==> config.mk <==
export PLATFORM = sky130hd
export DESIGN_NAME = tcw_seq
export DESIGN_NICKNAME = d
export VERILOG_FILES = /design/src/tcw_pkg.sv /design/src/tcw_seq.sv
export SDC_FILE = /design/constraint.sdc
export NUM_CORES = 1
export LEC_CHECK = 0
export BUFFER_PORTS_ARGS = -buffer_cell sky130_fd_sc_hd__buf_2
export CORE_MARGIN = 2
export CORE_UTILIZATION = 55
export DETAILED_ROUTE_END_ITERATION = 7
export GPL_TIMING_DRIVEN = 0
export PLACE_DENSITY_LB_ADDON = 0.12
export SYNTH_ARGS = -nofsm -noshare
export SYNTH_HDL_FRONTEND = slang
export SYNTH_SLANG_ARGS = --single-unit
==> constraint.sdc <==
create_clock -name clk -period 6.45 [get_ports clk]
set_input_delay 0.3225 -clock clk [delete_from_list [all_inputs] [get_ports clk]]
set_output_delay 0.3225 -clock clk [all_outputs]
set_load 0.05 [all_outputs]
==> src/tcw_pkg.sv <==
package tcw_pkg;

	localparam int ROWS_DEF = 25;
	localparam int COLS_DEF = 80;

	localparam logic [1:0] REQ_PUT   = 2'd0;
	localparam logic [1:0] REQ_CLEAR = 2'd1;
	localparam logic [1:0] REQ_READ  = 2'd2;

	localparam logic [7:0] NEWLINE_CODE   = 8'd10;
	localparam logic [7:0] SPACE_CODE     = 8'd32;
	localparam logic [7:0] BLANK_ATTR_RST = 8'h0F;

	typedef struct packed {
		logic [1:0]  req_type;
		logic [7:0]  char_code;
		logic [7:0]  attr;
		logic [10:0] cell_index;
	} tcw_req_t;

	typedef struct packed {
		logic [10:0] cursor_pos;
		logic [7:0]  read_char;
		logic [7:0]  read_attr;
		logic        scrolled;
	} tcw_rsp_t;

	typedef struct packed {
		logic [7:0] attr;
		logic [7:0] chr;
	} tcw_cell_t;

endpackage

==> src/tcw_seq.sv <==
module tcw_seq #(
	parameter int ROWS = tcw_pkg::ROWS_DEF,
	parameter int COLS = tcw_pkg::COLS_DEF,
	localparam int AW = $clog2(ROWS * COLS)
) (
	input  logic               clk,
	input  logic               arst_n,
	input  logic               req_valid,
	output logic               req_stall,
	input  tcw_pkg::tcw_req_t  req,
	input  logic [7:0]         blank_attr,
	output logic               res_valid,
	input  logic               res_ready,
	output tcw_pkg::tcw_rsp_t  res,
	output logic               mem_rd_en,
	output logic [AW-1:0]      mem_rd_addr,
	input  tcw_pkg::tcw_cell_t mem_rd_data,
	output logic               mem_wr_en,
	output logic [AW-1:0]      mem_wr_addr,
	output tcw_pkg::tcw_cell_t mem_wr_data
);

	localparam int NCELLS = ROWS * COLS;
	localparam int CW     = $clog2(NCELLS + 1);
	localparam int COLW   = $clog2(COLS);
	localparam int IW     = CW + 11;

	typedef enum logic [2:0] {
		ST_IDLE,
		ST_COPY,
		ST_FILL,
		ST_PUT,
		ST_DONE
	} state_t;

	typedef enum logic [1:0] {
		JOB_RESET,
		JOB_CLEAR,
		JOB_SCROLL
	} job_t;

	state_t          state_q;
	job_t            job_q;
	logic [AW-1:0]   a_q;
	logic [7:0]      fill_attr_q;
	logic [CW-1:0]   cursor_q;
	logic [COLW-1:0] col_q;
	logic [7:0]      chr_q;
	logic [7:0]      attr_q;
	logic            scr_q;
	logic            rd_ok_q;
	logic            wv_s1;
	logic [AW-1:0]   wa_s1;

	logic            accept;
	logic            at_end;
	logic            idx_ok;
	logic            put_now;
	logic            fill_we;
	logic [IW-1:0]   idx_ext;
	logic [IW-1:0]   cur_ext;

	assign req_stall = (state_q != ST_IDLE);
	assign accept    = req_valid && (state_q == ST_IDLE);
	assign at_end    = (cursor_q == CW'(NCELLS));
	assign idx_ext   = IW'(req.cell_index);
	assign idx_ok    = (idx_ext < IW'(NCELLS));
	assign put_now   = accept && (req.req_type == tcw_pkg::REQ_PUT)
		&& (req.char_code != tcw_pkg::NEWLINE_CODE) && !at_end;
	// The first fill cycle after a copy gives the write port to the last copied cell.
	assign fill_we   = (state_q == ST_FILL) && !wv_s1;
	assign cur_ext   = IW'(cursor_q);

	always_comb begin
		mem_rd_en   = (state_q == ST_COPY)
			|| (accept && (req.req_type == tcw_pkg::REQ_READ) && idx_ok);
		mem_rd_addr = (state_q == ST_COPY) ? AW'(a_q + COLS) : idx_ext[AW-1:0];
	end

	always_comb begin
		mem_wr_en   = 1'b0;
		mem_wr_addr = cursor_q[AW-1:0];
		mem_wr_data = '{attr: req.attr, chr: req.char_code};
		if (wv_s1) begin
			mem_wr_en   = 1'b1;
			mem_wr_addr = wa_s1;
			mem_wr_data = mem_rd_data;
		end else if (fill_we) begin
			mem_wr_en   = 1'b1;
			mem_wr_addr = a_q;
			mem_wr_data = '{attr: fill_attr_q, chr: tcw_pkg::SPACE_CODE};
		end else if (state_q == ST_PUT) begin
			mem_wr_en   = 1'b1;
			mem_wr_addr = AW'(NCELLS - COLS);
			mem_wr_data = '{attr: attr_q, chr: chr_q};
		end else if (put_now) begin
			mem_wr_en   = 1'b1;
		end
	end

	always_comb begin
		res_valid      = (state_q == ST_DONE);
		res.cursor_pos = cur_ext[10:0];
		res.read_char  = rd_ok_q ? mem_rd_data.chr : 8'd0;
		res.read_attr  = rd_ok_q ? mem_rd_data.attr : 8'd0;
		res.scrolled   = scr_q;
	end

	always_ff @(posedge clk or negedge arst_n) begin
		if (!arst_n) begin
			state_q     <= ST_FILL;
			job_q       <= JOB_RESET;
			a_q         <= '0;
			fill_attr_q <= tcw_pkg::BLANK_ATTR_RST;
			cursor_q    <= '0;
			col_q       <= '0;
			chr_q       <= '0;
			attr_q      <= '0;
			scr_q       <= 1'b0;
			rd_ok_q     <= 1'b0;
			wv_s1       <= 1'b0;
			wa_s1       <= '0;
		end else begin
			wv_s1 <= (state_q == ST_COPY);
			wa_s1 <= a_q;
			case (state_q)
				ST_IDLE: begin
					if (accept) begin
						scr_q   <= 1'b0;
						rd_ok_q <= 1'b0;
						state_q <= ST_DONE;
						case (req.req_type)
							tcw_pkg::REQ_PUT: begin
								if (req.char_code == tcw_pkg::NEWLINE_CODE) begin
									if (!at_end) begin
										cursor_q <= cursor_q - CW'(col_q) + CW'(COLS);
										col_q    <= '0;
									end
								end else if (at_end) begin
									chr_q       <= req.char_code;
									attr_q      <= req.attr;
									job_q       <= JOB_SCROLL;
									fill_attr_q <= blank_attr;
									a_q         <= '0;
									state_q     <= ST_COPY;
								end else begin
									cursor_q <= cursor_q + CW'(1);
									col_q    <= (col_q == COLW'(COLS - 1)) ? '0 : col_q + COLW'(1);
								end
							end
							tcw_pkg::REQ_CLEAR: begin
								job_q       <= JOB_CLEAR;
								fill_attr_q <= blank_attr;
								a_q         <= '0;
								state_q     <= ST_FILL;
							end
							tcw_pkg::REQ_READ: begin
								rd_ok_q <= idx_ok;
							end
							default: begin
							end
						endcase
					end
				end
				ST_COPY: begin
					if (a_q == AW'(NCELLS - COLS - 1)) begin
						a_q     <= AW'(NCELLS - COLS);
						state_q <= ST_FILL;
					end else begin
						a_q <= a_q + AW'(1);
					end
				end
				ST_FILL: begin
					if (fill_we) begin
						if (a_q == AW'(NCELLS - 1)) begin
							case (job_q)
								JOB_RESET: begin
									state_q <= ST_IDLE;
								end
								JOB_CLEAR: begin
									cursor_q <= '0;
									col_q    <= '0;
									state_q  <= ST_DONE;
								end
								default: begin
									state_q <= ST_PUT;
								end
							endcase
						end else begin
							a_q <= a_q + AW'(1);
						end
					end
				end
				ST_PUT: begin
					cursor_q <= CW'(NCELLS - COLS + 1);
					col_q    <= COLW'(1);
					scr_q    <= 1'b1;
					state_q  <= ST_DONE;
				end
				ST_DONE: begin
					if (res_ready) begin
						state_q <= ST_IDLE;
					end
				end
				default: begin
					state_q <= ST_IDLE;
				end
			endcase
		end
	end

endmodule

After elaboration in Yosys (flattened, before gate mapping)
Index checks and enable logic that the tools add are counted.
{"block": "op_classes", "addsub": 6, "multipliers": 0, "n_div": 0, "magnitude_cmp": 1, "n_eq_ne": 27, "shifts": 0, "muxes": 59, "bitwise": 1, "reduce_logical": 25}
{"operator": "$mux 11", "n": 18}
{"operator": "$pmux 11 s3", "n": 2}
{"operator": "$mux 7", "n": 9}
{"operator": "$mux 16", "n": 3}
{"operator": "$eq 11x11->1 const B", "n": 3}
{"operator": "$mux 8", "n": 4}
{"operator": "$add 11x1->11 const B", "n": 2}
{"operator": "$add 11x7->11 const B", "n": 2}
{"operator": "$pmux 11 s2", "n": 1}
{"operator": "$mux 3", "n": 7}
{"operator": "$pmux 7 s3", "n": 1}
{"operator": "$pmux 8 s2", "n": 1}
{"operator": "$pmux 3 s5", "n": 1}
{"operator": "$reduce_and 5->1", "n": 3}
{"operator": "$reduce_and 7->1", "n": 2}
{"operator": "$ne 2x2->1 const B", "n": 6}
{"operator": "$pmux 3 s2", "n": 2}
{"operator": "$lt 11x11->1 const B", "n": 1}
{"operator": "$sub 11x7->11", "n": 1}
{"operator": "$ne 2x1->1 const B", "n": 5}
{"operator": "$reduce_bool 3->1", "n": 3}
{"operator": "$eq 8x4->1 const B", "n": 1}
{"operator": "$ne 8x4->1 const B", "n": 1}
{"operator": "$add 7x1->7 const B", "n": 1}
{"operator": "20 further kinds", "n": 39}
{"block": "word_totals", "register_bits": 72, "latch_bits": 0, "ramBits": 0, "romBits": 0, "in_bits": 57, "output_inout_bits": 70, "wordCells": 131, "memories": 0}

Depth between registers and ports, before layout
Gate-level depths: netlist (run 1).
{"block": "depth", "ltp_word": 9, "depth_mapped": 12, "mapped_depth_nobuf": 12}

Worst setup path after synthesis (run 1)
No wires, ideal clock.
{"block": "synth_timing", "path_type": "register to output", "from": "register state_q[1]", "to": "output mem_wr_addr[3]", "arrival_ns": 2.668, "t_required_ns": 6.128, "setup_slack_ns": 3.459, "stages_incl_launch_ff": 8, "n_path_buf": 3, "cell_sequence": "dfstp_2 -> clkbuf_1 -> nor2b_1 -> buf_2 -> clkbuf_1 -> and3_1 -> a21oi_1 -> o21ai_0"}
{"block": "synth_via", "elab_chain_len": 4}
{"item": "from (decl)", "line_no": "tcw_seq.sv:42", "text": "state_t state_q;"}
{"item": "from (signal assigned)", "line_no": "tcw_seq.sv:111", "text": "state_q <= ST_FILL;"}
{"item": "from (signal assigned)", "line_no": "tcw_seq.sv:131", "text": "state_q <= ST_DONE;"}
{"item": "from (signal assigned)", "line_no": "tcw_seq.sv:145", "text": "state_q <= ST_COPY;"}
{"item": "$eq 3x2->1 (on tied branches)", "line_no": "tcw_seq.sv:92, tcw_seq.sv:71"}
{"item": "$mux 11 or $logic_and 1x1->1 (tied branches)", "line_no": "tcw_seq.sv:92, tcw_seq.sv:71"}
{"item": "$mux 11 (*)", "line_no": "tcw_seq.sv:88", "text": "end else if (fill_we) begin"}
{"item": "$mux 11 (*)", "line_no": "tcw_seq.sv:84", "text": "if (wv_s1) begin"}
{"item": "to (decl)", "line_no": "tcw_seq.sv:19", "text": "output logic [AW-1:0] mem_wr_addr,"}
Mark *: on every way between the ends. The rest lies on a longest branch, timed or not.

Final worst setup path (run 1)
Ends and elaborated chain as after synthesis.

==> summary.md, run 1 <==
| Metric | Value |
|---|---|
| Status | completed |
| CP top delay family | buffers and inverters |
| Buffers and inverters on the worst path | 4 |
| Tmin final | 3.28 ns |
| Fraction of registers with async set/reset | 100% |
| Final Hold Viols | 0 |
| Initial Util | 55.9% |
| Peak VDD IR | 0.318 mV |
| I/O Pins | 127 |
| Die X | 100 um |
| Slew @ Worst Pin | 1.14 ns |
| Most frequent cells in the layout | buf_2 (134), nand2_1 (97), o21ai_0 (76) |
| Nets | 839 |
| GP Congestion | 0.953 |
| First-pass GRT wire length | 23600 um |
| Placed cell count | 856 |
| Multi-input gate area | 3010 um2 |
| Synthesis Warnings | 0 |
| Sequential element share of the synthesized area | 35.5% |
| Clk sink count | 72 |
| Num CTS Buffers | 9 |
| Slew Limit Headroom | 24.0% |
| Fmax | 305 MHz |
| Post-route non-filler standard cell count | 873 |
| Reg area | 1810 um2 |
| H-tree Lvls | 3 |
| Setup TNS | 0 ns |
| Initial antenna violation count | 0 |
| Net Count, Synth | 700 |
| Max-slew violations | 0 |
| Area Overhead vs Synth | 19.5% |
| # DRC | 0 |
| Routed WL per cell | 17.0 um |
| Most common cell after layout, fill and taps aside | buf_2 |
| Routed Antenna Nets | 0 |
| Setup violators final | 0 |
| Gr usage total | 29.6% |
| MaxCap Viol Count | 0 |
| Clock Pin Slew Worst Setup and Hold Paths | 0.08 ns |
| IO buf count | 126 |
| Number of setup buffers added after CTS | 0 |
| CP max FO | 10 |
| Vias | 5127 |
| Worst Skew | 0.0110 ns |
| Synthesized instance count | 618 |
| CP max stage delay | 0.56 ns |
| Std-Cell Rows | 35 |
| Worst hold path class | input pin to flop |
| CTS Buffer Depth | 2 |
| Slowest CP cell | dfstp_2 |
| Crit path cell chain | clkbuf_1 > nor2b_1 > buf_2 > clkbuf_1 > and3_1 > a21oi_1 > o21ai_0 > buf_2 |
| Tcrit/Tclk final | 50.9% |
| WS Path Type | flop to primary output |
| Cts-stage hold buffer count | 1 |
| CTS tree | done |
| Final Routed Wirelength | 14900 um |
| Share of cells above drive strength 1 | 25.7% |
| RSZ-0062 raised after global routing | false |
| Vias per inst | 5.87 |
| Static leakage | 0.00300 uW |
| Antenna diode count | 0 |
| Post-synth EDFFs | 0 |
| Post-Syn Area | 5090 um2 |
| Synth cell types | 62 |
| Post-CTS Resized | 0 |
| CORE AREA | 9110 um2 |
| Die area | 10000 um2 |
| 1st-iter DRT viols | 457 |
| Crit. End Element | primary output |
| Syn Area/Cell | 8.23 um2 |
| Root Buffer | clkbuf_8 |
| PD cells | 433 nW/um2 |
| Most used DFF post-synth | dfrtp_1 |
| Overall die height | 100 um |
| Clock latency on the worst-skew pair | 0.35 ns |
| Largest net degree at the start of global routing | 42 |
| Critical Path Start Type | flop |
| Req. time, crit path | 6.13 ns |
| TritonRoute pass-1 iters | 5 |
| Number of global-route vias before repair | 4836 |
| Hpwl dp | 11300 um |
| Worst EP arrival | 2.96 ns |
| Post-synthesis register bit count | 72 |
| Overflow after GRT | 0 |
| Fill cells | 794 |
metrics by stage:
step	instance area (um2)	utilization [%]	total power (uW)	hold slack, ns	worst slack [ns]
finish	6080	66.7	2630	0.199	3.17
global route	6080	66.7	2790	0.194	2.95
CTS	6080	66.7	2620	0.190	3.19
detailed placement	5880	64.5	2260	0.296	3.58
global placement	5860	64.3	2240	0.349	3.62
floorplan	5090	-	1850	0.0269	3.46
cells in the mapped netlist (all sizes together) (2+ instances only):
master / number / area share, %
a211oi: 4 / 0.59
a21o: 7 / 1.0
a21oi: 27 / 2.7
a2bb2oi: 2 / 0.34
a31oi: 10 / 1.2
and2: 19 / 2.3
and3: 14 / 1.7
and4: 2 / 0.34
buf: 13 / 1.4
clkbuf: 22 / 1.6
dfrtp: 67 / 33
dfstp: 5 / 2.6
ha: 24 / 5.9
inv: 30 / 2.2
mux2: 26 / 5.8
mux2i: 12 / 2.4
nand2: 97 / 7.2
nand2b: 4 / 0.49
nand3: 21 / 2.2
nand4: 4 / 0.49
nor2: 37 / 2.9
nor2b: 6 / 0.74
nor3: 16 / 1.9
nor3b: 2 / 0.30
nor4: 3 / 0.37
o2111ai: 2 / 0.34
o211ai: 4 / 0.59
o21a: 2 / 0.44
o21ai: 79 / 7.8
o31a: 3 / 0.52
o31ai: 17 / 2.5
o41ai: 3 / 0.66
or2: 5 / 0.61
or3: 3 / 0.37
xnor2: 8 / 1.4
xor2: 4 / 0.69
where the power goes:
group          switching (uW)  total (uW)  internal [uW]
Combinational            1180        1650            462
Sequential               86.3         628            541
Clock                     180         359            179
Total                    1450        2630           1180
registers in the layout, summed over array words and instances (netlist names), 2 cells and up:
signal / cells
job_q: 2
cursor_q: 11
chr_q: 8
attr_q: 8
wa_s1: 11
col_q: 7
fill_attr_q: 8
a_q: 11
state_q: 3
per-layer routing:
metal,track usage [%],part of all wire [%]
met1,41.5,44
met2,46.9,48
met3,5.08,6.2
met4,9.91,1.7
met5,0,0
path summary, 6_finish.rpt:
check / depth (start not counted) / from / slack [ns] / end
worst max register to register: 7 / state_q[1]$_DFFE_PN1P_ / 3.67 / cursor_q[0]$_DFFE_PN0P_
worst min register to register: 0 / a_q[8]$_DFFE_PN0P_ / 0.37 / wa_s1[8]$_DFF_PN0_
max in group asynchronous: 3 / arst_n / 5.36 / fill_attr_q[3]$_DFFE_PN1P_
min in group asynchronous: 2 / arst_n / 0.47 / wa_s1[10]$_DFF_PN0_
worst min-delay path: 2 / blank_attr[6] / 0.20 / fill_attr_q[6]$_DFFE_PN0P_
worst max-delay path: 8 / state_q[1]$_DFFE_PN1P_ / 3.17 / mem_wr_addr[3]
cells by family (layout without fill, tap and decap cells):
logic type | count (synthesis) | in the layout | synth area share, %
muxes | 38 | 38 | 8.12
xor gates and xnor gates | 12 | 12 | 2.07
AOI/OAI and AO/OA | 169 | 169 | 20.3
adders and majority gates | 25 | 25 | 6.30
DFF | 72 | 72 | 35.5
buffers and inverters | 66 | 210 | 5.34
and+or+nand+nor | 236 | 236 | 22.4
layout make-up:
class                   instances  area share (%)
plain buffers                  35            2.55
flip-flops and latches         72            29.7
clock buffers                  11            2.16
well taps                     111            2.28
repair buffers                128            10.9
multi-input cells             480            49.5
inverters                      31            1.91
clock inverters                 5           0.967
No activity file was read; power rests on OpenSTA's default activity.
==> run 2, diff against run 1 <==
--- a/config.mk
+++ b/config.mk
@@ -5,9 +5,10 @@
 export SDC_FILE = /design/constraint.sdc
 export NUM_CORES = 1
 export LEC_CHECK = 0
+export ABC_AREA = 1
 export BUFFER_PORTS_ARGS = -buffer_cell sky130_fd_sc_hd__buf_2
 export CORE_MARGIN = 2
-export CORE_UTILIZATION = 55
+export CORE_UTILIZATION = 49
 export DETAILED_ROUTE_END_ITERATION = 7
 export GPL_TIMING_DRIVEN = 0
 export PLACE_DENSITY_LB_ADDON = 0.12
==> constraint.sdc (replaced) <==
create_clock -name clk -period 3 [get_ports clk]
set_input_delay 0.15 -clock clk [delete_from_list [all_inputs] [get_ports clk]]
set_output_delay 0.15 -clock clk [all_outputs]
set_load 0.05 [all_outputs]
==> summary.md, run 2 <==
| Metric | Value |
|---|---|
| Slew Limit Headroom | 59.8% |
| Req. time, crit path | 2.85 ns |
| Slowest CP cell | clkbuf_1 |
| Overflow after GRT | 0 |
| IO buf count | 126 |
| Routed WL per cell | 15.2 um |
| CTS Buffer Depth | 2 |
| RSZ-0062 raised after global routing | false |
| MaxCap Viol Count | 0 |
| Share of cells above drive strength 1 | 19.8% |
| Vias | 5592 |
| Setup TNS | 0 ns |
| Final Hold Viols | 0 |
| Die area | 11600 um2 |
| Clk sink count | 72 |
| Number of setup buffers added after CTS | 0 |
| Placed cell count | 1032 |
| Gr usage total | 28.7% |
| Share of the synthesized area in the top cell type | 31.9% |
| I/O Pins | 127 |
| Leading area contributor after synthesis | dfrtp_1 |
| Post-synth EDFFs | 0 |
| CTS tree | done |
| Routed Antenna Nets | 0 |
| CP max stage delay | 0.49 ns |
| Fraction of registers with async set/reset | 100% |
| Most common cell after layout, fill and taps aside | nand2_1 |
| GP Congestion | 0.907 |
| Top post-synthesis cells by count | nand2_1 (227), inv_1 (104), o21ai_0 (80) |
| Sequential element share of the synthesized area | 34.4% |
| Crit. End Element | primary output |
| Hpwl dp | 12300 um |
| Peak VDD IR | 0.576 mV |
| Largest net degree at the start of global routing | 62 |
| Area contributors post-synth | dfrtp_1 (32%), nand2_1 (16%), o21ai_0 (7.6%) |
| CORE AREA | 10400 um2 |
| Crit path cell chain | clkbuf_1 > inv_1 > nand2_1 > clkbuf_1 > o221ai_1 > buf_2 |
| Synthesized instance count | 769 |
| Max-slew violations | 0 |
| First-pass GRT wire length | 26100 um |
| Vias per inst | 5.30 |
| 1st-iter DRT viols | 385 |
| Antenna diode count | 0 |
| Slew @ Worst Pin | 0.602 ns |
| Net Count, Synth | 851 |
| Top-count cell post-synth | nand2_1 |
| Final Routed Wirelength | 16100 um |
| Initial Util | 50.7% |
| Critical Path Start Type | flop |
| Static leakage | 0.00341 uW |
| Clock latency on the worst-skew pair | 0.36 ns |
| CP max FO | 10 |
| Die X | 108 um |
| Area Overhead vs Synth | 20.9% |
| Worst EP arrival | 2.67 ns |
| Tcrit/Tclk final | 94.0% |
| Overall die height | 108 um |
| Fill cells | 1039 |
| Most used DFF post-synth | dfrtp_1 |
| Num CTS Buffers | 9 |
| Setup violators final | 0 |
| Synth cell types | 42 |
| Biggest registers after layout | a_q (11), cursor_q (11), wa_s1 (11) |
| PD cells | 1030 nW/um2 |
| Clock Pin Slew Worst Setup and Hold Paths | 0.07 ns |
| Syn Area/Cell | 6.84 um2 |
| # DRC | 0 |
| Most frequent cells in the layout | nand2_1 (227), buf_2 (131), inv_1 (104) |
| Final core occ | 61.3% |
| TritonRoute pass-1 iters | 7 |
| Worst path most repeated cell | clkbuf_1 |
| Worst hold path class | input pin to flop |
| WS Path Type | flop to primary output |
| Synthesis Warnings | 0 |
| Post-CTS Resized | 0 |
| Tmin final | 2.82 ns |
| Post-route non-filler standard cell count | 1056 |
| Status | completed |
| Initial antenna violation count | 0 |
| Post-Syn Area | 5260 um2 |
| Fmax | 355 MHz |
| Root Buffer | clkbuf_8 |
| Worst Skew | 0.00882 ns |
| Number of global-route vias before repair | 5359 |
| Post-synthesis register bit count | 72 |
| H-tree Lvls | 3 |
| Nets | 997 |
| Std-Cell Rows | 37 |
run 2: cell types whose count changed in the layout (fill, tap and decap cells not counted), moves of 9 or more:
cell / before / now
mux2_2: 26 / 0
o221ai_1: 0 / 9
o21ai_2: 0 / 9
mux2i_1: 12 / 0
nand4_1: 4 / 15
nand3_1: 20 / 43
o31ai_1: 17 / 1
and3_1: 14 / 0
nand2_1: 97 / 227
a31oi_1: 10 / 1
nor2_1: 36 / 59
and2_1: 19 / 0
inv_1: 30 / 104
run 2: per-stage QoR:
stage	worst slack, ns	power (uW)	hold slack (ns)	instance area (um2)
2_1_floorplan	0.272	4670	-0.146	5260
3_3_place_gp	0.604	5690	0.352	6060
3_5_place_dp	0.611	5750	0.0167	6090
4_1_cts	0.205	6560	0.0138	6360
5_1_grt	0.00329	7040	0.0437	6360
6_report	0.181	6570	0.0247	6360
run 2: final cells by class:
type	count	area (um2)	share of cell area, %
repair buffers	135	741	11.7
multi-input cells	559	2890	45.4
well taps	136	170	2.68
clock buffers	15	156	2.46
clock inverters	1	30.0	0.472
flip-flops and latches	72	1810	28.4
inverters	110	415	6.53
plain buffers	28	150	2.36
run 2: layer usage:
metal	global-route usage, %	vias up	wire length (um)
li1	-	2786	-
met1	37.7	2591	6860
met2	48.6	192	7910
met3	5.75	23	1030
met4	6.96	0	248
met5	0	-	0
run 2: power by group:
group	switching [uW]	internal [uW]	total [uW]
registers	237	1210	1440
clock network	373	410	782
logic	3170	1180	4350
total	3780	2790	6570
run 2: worst paths after layout:
path / cells after the start / end / start / slack, ns
worst max register to register: 16 / cursor_q[9]$_DFFE_PN0P_ / cursor_q[0]$_DFFE_PN0P_ / 0.58
worst max-delay path: 6 / mem_wr_addr[6] / wv_s1$_DFF_PN0_ / 0.18
max in group asynchronous: 3 / fill_attr_q[3]$_DFFE_PN1P_ / arst_n / 2.21
worst min register to register: 0 / wa_s1[8]$_DFF_PN0_ / a_q[8]$_DFFE_PN0P_ / 0.37
worst min-delay path: 3 / fill_attr_q[5]$_DFFE_PN0P_ / blank_attr[5] / 0.02
min in group asynchronous: 2 / cursor_q[7]$_DFFE_PN0P_ / arst_n / 0.18
run 2: cell families after synthesis:
group | count (synthesis) | synth area share, %
AOI/OAI and AO/OA | 151 | 17.0
xor gates and xnor gates | 14 | 2.33
adders and majority gates | 25 | 6.09
buffers and inverters | 138 | 10.8
DFF | 72 | 34.4
and+or+nand+nor | 369 | 29.4
run 2: worst max-delay path: cells and delay by family, from the launching register on:
kind / cells / cell delay [ns]
flops: 1 / 0.34
compound gates: 1 / 0.23
simple gates: 1 / 0.38
buf+inv: 4 / 1.36
run 2: timing repair:
action	in CTS	in global routing
hold buffers	8	0
endpoints found under the hold margin	74	0
setup endpoints to repair	0	0
==> run 3, diff against run 2 <==
--- a/config.mk
+++ b/config.mk
@@ -5,7 +5,7 @@
 export SDC_FILE = /design/constraint.sdc
 export NUM_CORES = 1
 export LEC_CHECK = 0
-export ABC_AREA = 1
+export ABC_AREA = 0
 export BUFFER_PORTS_ARGS = -buffer_cell sky130_fd_sc_hd__buf_2
 export CORE_MARGIN = 2
 export CORE_UTILIZATION = 49
==> summary.md, run 3 (synthesis gave the netlist of run 1 again) <==
| Metric | Value |
|---|---|
| Status | completed |
| Initial Util | 50.0% |
| Worst EP arrival | 3.07 ns |
| Clock latency on the worst-skew pair | 0.36 ns |
| Final Routed Wirelength | 15400 um |
| Root Buffer | clkbuf_8 |
| Final Hold Viols | 0 |
| Crit. End Element | flop |
| Slew @ Worst Pin | 1.01 ns |
| Routed WL per cell | 17.2 um |
| Setup TNS | 0 ns |
| Hpwl dp | 11800 um |
| Met3 WL | 735 um |
| MaxCap Viol Count | 0 |
| Hold Slack | 0.0201 ns |
| Overflow after GRT | 0 |
| Setup violators final | 0 |
| Die X | 106 um |
| P_int | 2650 uW |
| Max-slew violations | 0 |
| WS Path Type | flop to flop |
| M1 wire length | 6700 um |
| Clk sink count | 72 |
| # DRC | 0 |
| Overall die height | 106 um |
| Slew Limit Headroom | 32.6% |
| Routed Antenna Nets | 0 |
| Max layer used | met4 |
| Share of cells above drive strength 1 | 26.3% |
| First-pass GRT wire length | 24900 um |
| Fmax | 351 MHz |
| Worst Skew | 0.0112 ns |
| Antenna diode count | 0 |
| Fill cells | 950 |
| Static leakage | 0.00303 uW |
| 1st-iter DRT viols | 296 |
| Sequential share of power | 23.6% |
| Area Overhead vs Synth | 20.7% |
| Combinational share of power | 61.1% |
| GP Congestion | 0.910 |
| TritonRoute pass-1 iters | 5 |
| R2R Setup Slk | 0.15 ns |
| Num CTS Buffers | 9 |
| Clk pwr share | 15.2% |
| Gr usage total | 28.2% |
| Clock Pin Slew Worst Setup and Hold Paths | 0.08 ns |
| Sw Ratio | 54.3% |
| Die area | 11200 um2 |
| Tcrit/Tclk final | 95.1% |
| Tmin final | 2.85 ns |
| RSZ-0062 raised after global routing | false |
| Number of global-route vias before repair | 5024 |
| Req. time, crit path | 3.21 ns |
| Most frequent cells in the layout | buf_2 (134), nand2_1 (97), o21ai_0 (76) |
| Worst hold path class | input pin to flop |
| H-tree Lvls | 3 |
| Largest net degree at the start of global routing | 38 |
| Vias per inst | 5.65 |
| IO buf count | 126 |
| Critical Path Start Type | flop |
| CTS tree | done |
| CORE AREA | 10200 um2 |
| Nets | 838 |
| Vias | 5068 |
| I/O Pins | 127 |
| Routed met2 length | 7740 um |
| CTS Buffer Depth | 2 |
| CP max FO | 14 |
| P_sw | 3140 uW |
| Most common cell after layout, fill and taps aside | buf_2 |
| Biggest registers after layout | a_q (11), cursor_q (11), wa_s1 (11) |
| PD cells | 942 nW/um2 |
| Initial antenna violation count | 0 |
| Peak VDD IR | 0.515 mV |
| Std-Cell Rows | 37 |
## run 3: layout make-up
class	count	area, um2	share of cell area (%)
clock buffers	10	138	2.24
multi-input cells	480	3010	49.0
plain buffers	34	154	2.51
inverters	31	116	1.90
flip-flops and latches	72	1810	29.4
repair buffers	128	663	10.8
well taps	136	170	2.77
clock inverters	6	82.6	1.35
## run 3: per-layer routing
| metal | vias up | global-route usage [%] |
|---|---|---|
| met5 | - | 0 |
| met4 | 0 | 8.93 |
| met3 | 24 | 3.80 |
| met2 | 154 | 47.8 |
| met1 | 2431 | 37.4 |
| li1 | 2459 | - |
## run 3: worst paths after layout
path                            cells past startpoint                         end              startpoint
worst max-delay path                                7     cursor_q[0]$_DFFE_PN0P_  state_q[1]$_DFFE_PN1P_
worst min-delay path                                2  fill_attr_q[1]$_DFFE_PN1P_           blank_attr[1]
worst max register to register                      7     cursor_q[0]$_DFFE_PN0P_  state_q[1]$_DFFE_PN1P_
worst min register to register                      0          wa_s1[6]$_DFF_PN0_      a_q[6]$_DFFE_PN0P_
max in group asynchronous                           3      state_q[1]$_DFFE_PN1P_                  arst_n
min in group asynchronous                           2     cursor_q[6]$_DFFE_PN0P_                  arst_n
## run 3: through the flow
stage               util, %  setup WS, ns  instances  total power, uW  cell area, um2
detailed placement     58.0         0.193        881             4900            5910
global route           60.3       0.00421        897             6140            6140
global placement       57.8         0.236        880             4840            5890
finish                 60.3         0.147        897             5780            6140
floorplan                 -         0.182        618             3980            5090
CTS                    60.3       0.00446        898             5790            6140
## run 3: critical path, cell delays in order, from the launching register on
cell and delay, ns:
dfstp_2 0.67, nor3b_1 0.85, o31ai_1 0.30, o2111ai_1 0.27
buf_4 0.27, nor2_1 0.10, a21oi_1 0.18, a21oi_1 0.06
## run 3: timing repair
action                                 CTS  global route
setup endpoints to repair                9            13
hold buffers                             1             0
endpoints found under the hold margin   33             0
cloned                                   0             0
resized for setup                        2             0
buffers inserted                         0             0
## run 3: power by group through the flow
stage                     Sequential (uW)  Combinational [uW]  Clock, uW
after floorplan                      1430                2550          0
after detailed placement             1370                3530          0
final                                1370                3540        881
after global routing                 1390                3810        934
after global placement               1360                3480          0
after CTS                            1350                3550        889
